--- src/rtl/spm_pkg.sv ---
`timescale 1ns / 1ps

package spm_pkg;

    // Result field widths (signed fixed point, 16 fraction bits)
    localparam int VI_BITS         = 37;
    localparam int P_BITS          = 57;

    // Gain format and fraction bits dropped after each product
    localparam int GAIN_BITS       = 32;
    localparam int GAIN_FRAC_DROP  = 8;
    localparam int POWER_FRAC_DROP = 16;

    // Result bus layout
    localparam int OUT_BITS        = 2 * VI_BITS + P_BITS;
    localparam int OUT_TDATA_BITS  = ((OUT_BITS + 7) / 8) * 8;
    localparam int OUT_PAD_BITS    = OUT_TDATA_BITS - OUT_BITS;

    // Configuration port
    localparam int CFG_INDEX_BITS  = 2;
    localparam int CFG_DATA_BITS   = 32;

    localparam logic [GAIN_BITS-1:0] VOLTAGE_GAIN_RST = 32'd1638400;
    localparam logic [GAIN_BITS-1:0] CURRENT_GAIN_RST = 32'd1228800;

    typedef enum logic [CFG_INDEX_BITS-1:0] {
        REG_VOLTAGE_OFFSET = 2'd0,
        REG_CURRENT_OFFSET = 2'd1,
        REG_VOLTAGE_GAIN   = 2'd2,
        REG_CURRENT_GAIN   = 2'd3
    } cfg_index_t;

    // Gains handed from the register file to the arithmetic unit
    typedef struct packed {
        logic [GAIN_BITS-1:0] voltage_gain;
        logic [GAIN_BITS-1:0] current_gain;
    } gain_cfg_t;

endpackage

--- src/rtl/spm_queue.sv ---
`timescale 1ns / 1ps

module spm_queue
    import spm_pkg::*;
#(
    parameter int W = 26
) (
    input  logic         aclk,
    input  logic         aresetn,
    input  logic         push,
    input  logic [W-1:0] push_data,
    output logic         full,
    input  logic         pop,
    output logic         pop_valid,
    output logic [W-1:0] pop_data
);

    logic [W-1:0] entry_reg [2];
    logic         wr_ptr_reg;
    logic         rd_ptr_reg;
    logic [1:0]   count_reg;
    logic         do_push;
    logic         do_pop;

    assign full      = (count_reg == 2'd2);
    assign pop_valid = (count_reg != 2'd0);
    assign pop_data  = entry_reg[rd_ptr_reg];
    assign do_push   = push && !full;
    assign do_pop    = pop && pop_valid;

    // Store a pushed request
    always_ff @(posedge aclk) begin
        if (do_push) begin
            entry_reg[wr_ptr_reg] <= push_data;
        end
    end

    // Advance pointers and fill count
    always_ff @(posedge aclk) begin
        if (!aresetn) begin
            wr_ptr_reg <= 1'b0;
            rd_ptr_reg <= 1'b0;
            count_reg  <= 2'd0;
        end else begin
            if (do_push) begin
                wr_ptr_reg <= ~wr_ptr_reg;
            end
            if (do_pop) begin
                rd_ptr_reg <= ~rd_ptr_reg;
            end
            case ({do_push, do_pop})
                2'b10:   count_reg <= count_reg + 2'd1;
                2'b01:   count_reg <= count_reg - 2'd1;
                default: count_reg <= count_reg;
            endcase
        end
    end

endmodule

--- config.mk ---
export PLATFORM = sky130hd
export DESIGN_NAME = spm_queue
export DESIGN_NICKNAME = d
export VERILOG_FILES = /design/src/rtl/spm_pkg.sv /design/src/rtl/spm_queue.sv
export SDC_FILE = /design/constraint.sdc
export NUM_CORES = 1
export LEC_CHECK = 0
export BUFFER_PORTS_ARGS = -buffer_cell sky130_fd_sc_hd__clkbuf_2
export CORE_AREA = 10 10 89 91
export DETAILED_ROUTE_END_ITERATION = 10
export DIE_AREA = 0 0 99 101
export GPL_TIMING_DRIVEN = 0
export HOLD_SLACK_MARGIN = 0.15
export PLACE_DENSITY = 0.62
export SLEW_MARGIN = 25
export SYNTH_ARGS = -nofsm -noshare
export SYNTH_HDL_FRONTEND = slang
export SYNTH_SLANG_ARGS = --single-unit
--- constraint.sdc ---
create_clock -name aclk -period 2.4 [get_ports aclk]
set_input_delay 0.12 -clock aclk [delete_from_list [all_inputs] [get_ports aclk]]
set_output_delay 0.12 -clock aclk [all_outputs]
set_load 0.005 [all_outputs]
# ---- Yosys cells after proc, flatten, opt, wreduce, memory -nomap -nowiden
# Memories as Yosys holds them, arrays and structs flattened. A register that Yosys moved wholly into a read port is not among the register bits.
# Index checks and enable logic that the tools add are counted.
# W data, S select, Z words.
dict set report word_totals {
  ff_bits 4
  latchBits 0
  mem_bits_rw 52
  romBits 0
  in_bits 30
  output_inout_bits 28
  elab_cells 21
  n_memories 1
}
dict set report op_classes {
  add_sub_neg 2
  n_mul 0
  div_mod_pow 0
  order_cmp 0
  eq_ne 3
  shift 0
  n_mux 5
  n_bitwise 2
  n_reduce_logical 5
}
# name words word_bits read_ports rd_clocked_by_memory_dff write_ports line_no
set memory_table {}
lappend memory_table {entry_reg 2 26 1 1 1 spm_queue.sv:18} ;# logic [W-1:0] entry_reg [2];
# op n
set ops {}
lappend ops {{$eq A2 B2 Y1 const B} 2}
lappend ops {{$mux W1} 4}
lappend ops {{$pmux W2 S2} 1}
lappend ops {{$reduce_bool A2 Y1} 2}
lappend ops {{$add A2 B1 Y2 const B} 1}
lappend ops {{$eq A2 B1 Y1 const B} 1}
lappend ops {{$logic_and A1 B1 Y1} 2}
lappend ops {{$not A1 Y1} 2}
lappend ops {{$sub A2 B1 Y2 const B} 1}
lappend ops {{$logic_not A1 Y1} 1}

# ---- Logic depth before layout (Yosys ltp)
dict set report depth {
  word_depth 5
  ltp_mapped 6
  depth_no_buf 6
}

# ---- Worst setup path after synthesis
# Ideal clock, no wire load.
dict set report synth_timing {
  path_type {register -> register}
  from {register count_reg[0]}
  to {memory entry_reg[0][0] (enable)}
  arrival_ns 1.423
  required_time_ns 2.019
  setup_slack_ns 0.596
  stages_incl_launch_ff 5
  path_buffers 0
  synth_period_minus_slack_ns 1.804
  cell_sequence {dfxtp_1 nand2b_2 inv_2 or3_1 inv_1}
}
dict set report synth_between {
  elab_chain_len 5
}
# item line_no
set synth_rtl {}
lappend synth_rtl {{from (decl)} spm_queue.sv:21} ;# logic [1:0] count_reg;
lappend synth_rtl {{from (signal assigned)} spm_queue.sv:52} ;# 2'b10: count_reg <= count_reg + 2'd1;
lappend synth_rtl {{from (signal assigned)} spm_queue.sv:53} ;# 2'b01: count_reg <= count_reg - 2'd1;
lappend synth_rtl {{from (signal assigned)} spm_queue.sv:54} ;# default: count_reg <= count_reg;
lappend synth_rtl {{$eq A2 B2 Y1} spm_queue.sv:25} ;# assign full = (count_reg == 2'd2);
lappend synth_rtl {{named net full} spm_queue.sv:12} ;# output logic full,
lappend synth_rtl {{$logic_not A1 Y1} spm_queue.sv:28} ;# assign do_push = push && !full;
lappend synth_rtl {{$logic_and A1 B1 Y1} spm_queue.sv:28}
lappend synth_rtl {{$mux W1} spm_queue.sv:33} ;# if (do_push) begin
lappend synth_rtl {{$mux W1 (not written as such)} spm_queue.sv:34} ;# entry_reg[wr_ptr_reg] <= push_data;
lappend synth_rtl {{to (decl)} spm_queue.sv:18}
# The timed path passes the listed nets, and every way through them passes these cells.

# ---- Final worst setup path
dict set report layout_timing {
  from {register count_reg[0]}
  to {memory entry_reg[0][11] (enable)}
}
dict set report layout_between {
  elab_chain_len 5
}
# item line_no
set layout_rtl {}
lappend layout_rtl {{$eq A2 B2 Y1} spm_queue.sv:25}
lappend layout_rtl {{$logic_not A1 Y1} spm_queue.sv:28}
lappend layout_rtl {{$logic_and A1 B1 Y1} spm_queue.sv:28}
lappend layout_rtl {{$mux W1} spm_queue.sv:33}
lappend layout_rtl {{$mux W1 (not written as such)} spm_queue.sv:34}
# No other way between the ends.

==> qor.yml <==
outcome: "finished clean"
finalPower_uw: 3000
grt_antenna_before_repair: 0
io-pin-count: 58
peakVddDrop_mv: 0.717
setup_viol: 0
arrival_ps: 1790
fin_crit_ps: 1830
grt_overflow: 0
synth_xor_area_frac: 0.0125
wire_per_inst_um: 14.9
grt_max_degree: 27
drc: 0
fin_setup_tns_ps: 0
cts_max_level: 3
finalHoldViolCount: 0
die-width_um: 99
crit_type: "reg2reg"
rsz0062_at_grt: "no"
largest_reg_flops: 52
synth_cell_types: 18
max_cap_violations: 0
fin_nets: 233
clock_sinks: 57
ys_warn_count: 0
cts_tree: "built"
firstDrtPassIters: 4
startpoint_type: "register"
hold_path.class: "in2reg"
drt_iter0_drc: 27
clkTransAtPathRegs_ps: 60
maxSlewViolCount: 0
relSlewSlack: 0.562
worst_clock_skew_ps: 6.95
cp.required_ps: 2360
port_buffers: 57
die_y_um: 101
numCtsBuffers: 9
diodes: 0
track_usage: 0.0879
initial_core_util: 0.340
synth_compound_area_frac: 0.0154
synth-seq-cells: 57
placedInstanceArea_um2: 2490
muxShareOfSynthArea: 0.139
clockBufferDepth: 2
synth.cell_area_um2: 2110
utilization: 0.479
first_global_vias: 1349
post_cts_buffers: 0
dieArea_um2: 10000
finalInstanceArea_um2: 2970
vias: 1223
syn-num-nets: 138
avgViaCountPerCell: 4.31
fin_crit_sh: 0.764
grt_first_pass_wirelength_um: 6660
fmax_mhz: 546
synth_top_family_by_area: "multiplexers"
worst-slew-pin-transition_ps: 657
yosys.area_share.simple: 0.0267
leakage_uw: 0.00116
synth_cells: 107
area_growth_pct: 40.9
clock_latency_ps: 330
routed_wl_um: 4220
holdWs_ps: 185
syn_area_per_cell_um2: 19.7
core_um2: 6200
synthAdderAreaFrac: 0.00593
nFillCells: 548
drive_gt1_frac: 0.512
crit_path_end_kind: "register"
ant_nets: 0
powerDensity_nw_per_um2: 1010
seq_area_frac_synth: 0.788
num_rows: 29
ctsRootBufferMaster: "clkbuf_8"
gp_congestion: 0.653
cp_max_fo: 26
cells by family after synthesis:
kind of cell	count (synthesis)
flops	57
fa+ha+maj	1
buf+inv	6
xor+xnor	3
simple gates	9
mux	26
compound gates	5
final cells by class:
cell class / instances / area, um2 / area share
clock buffer: 10 / 128 / 0.0429
inverter: 3 / 11.3 / 0.00379
tap: 77 / 96.3 / 0.0324
sequential: 57 / 1660 / 0.559
clock inverter: 6 / 82.6 / 0.0278
timing repair buffer: 84 / 556 / 0.187
buffer: 3 / 15.0 / 0.00505
multi-input combinational: 44 / 422 / 0.142
layout by cell type (no fill, tap or decap):
cell type,count
a21boi_1,2
and2_1,1
and3_2,1
buf_2,3
bufinv_16,2
clkbuf_1,1
clkbuf_2,57
clkbuf_8,9
clkinv_2,3
clkinvlp_4,1
dfxtp_1,5
dlygate4sd3_1,27
edfxtp_1,52
ha_1,1
inv_1,1
inv_2,2
mux2_2,26
nand2_1,1
nand2b_2,1
nor2b_1,2
o21a_1,1
o21ai_0,2
or2_2,1
or3_1,2
xnor2_1,3
Yosys cell counts (all sizes together):
| library cell | instances | area share |
|---|---|---|
| nand2b | 1 | 0.0042 |
| nor2b | 2 | 0.0059 |
| dfxtp | 5 | 0.047 |
| and3 | 1 | 0.0030 |
| edfxtp | 52 | 0.74 |
| inv | 3 | 0.0053 |
| or3 | 2 | 0.0059 |
| or2 | 1 | 0.0030 |
| ha | 1 | 0.0059 |
| xnor2 | 3 | 0.012 |
| and2 | 1 | 0.0030 |
| o21a | 1 | 0.0036 |
| a21boi | 2 | 0.0071 |
| buf | 3 | 0.0071 |
| mux2 | 26 | 0.14 |
| nand2 | 1 | 0.0018 |
| o21ai | 2 | 0.0047 |
power by group:
part	total (uW)	leakage [uW]	internal, uW	switching (uW)
logic	747	0.000526	400	347
registers	1310	0.000528	1260	49.3
clock network	941	0.000106	579	362
layer usage:
layer / routed length (um) / vias to the layer above / track usage
li1: - / 604 / -
met1: 1710 / 581 / 0.0831
met2: 2200 / 34 / 0.151
met3: 265 / 4 / 0.0466
met4: 43 / 0 / 0.0463
met5: 0 / - / 0
final timing paths:
kind / slack (ps) / cells past startpoint / end / startpoint
worst max-delay path: 570 / 4 / entry_reg[0][11]$_DFFE_PP_ / count_reg[0]$_SDFFE_PN0P_
worst min-delay path: 190 / 4 / wr_ptr_reg$_SDFFE_PN0P_ / push
worst max register to register: 570 / 4 / entry_reg[0][11]$_DFFE_PP_ / count_reg[0]$_SDFFE_PN0P_
worst min register to register: 490 / 2 / wr_ptr_reg$_SDFFE_PN0P_ / wr_ptr_reg$_SDFFE_PN0P_
per-stage QoR:
step	std cells	setup WS, ps
final	284	567
after global routing	284	426
after CTS	284	527
after detailed placement	241	541
after global placement	241	206
after floorplan	107	596
worst max-delay path, cell delays in order, from the launching register on:
cell and delay, ps:
dfxtp_1 420, nand2b_2 180, inv_2 40, or3_1 340, inv_2 470
what timing repair did:
action / in CTS / in global routing
hold endpoints to repair: 57 / 0
hold buffers: 27 / 0
endpoints found under the setup margin: 0 / 0
gates resized for setup: 0 / 0
No activity file was read; power rests on OpenSTA's default activity.
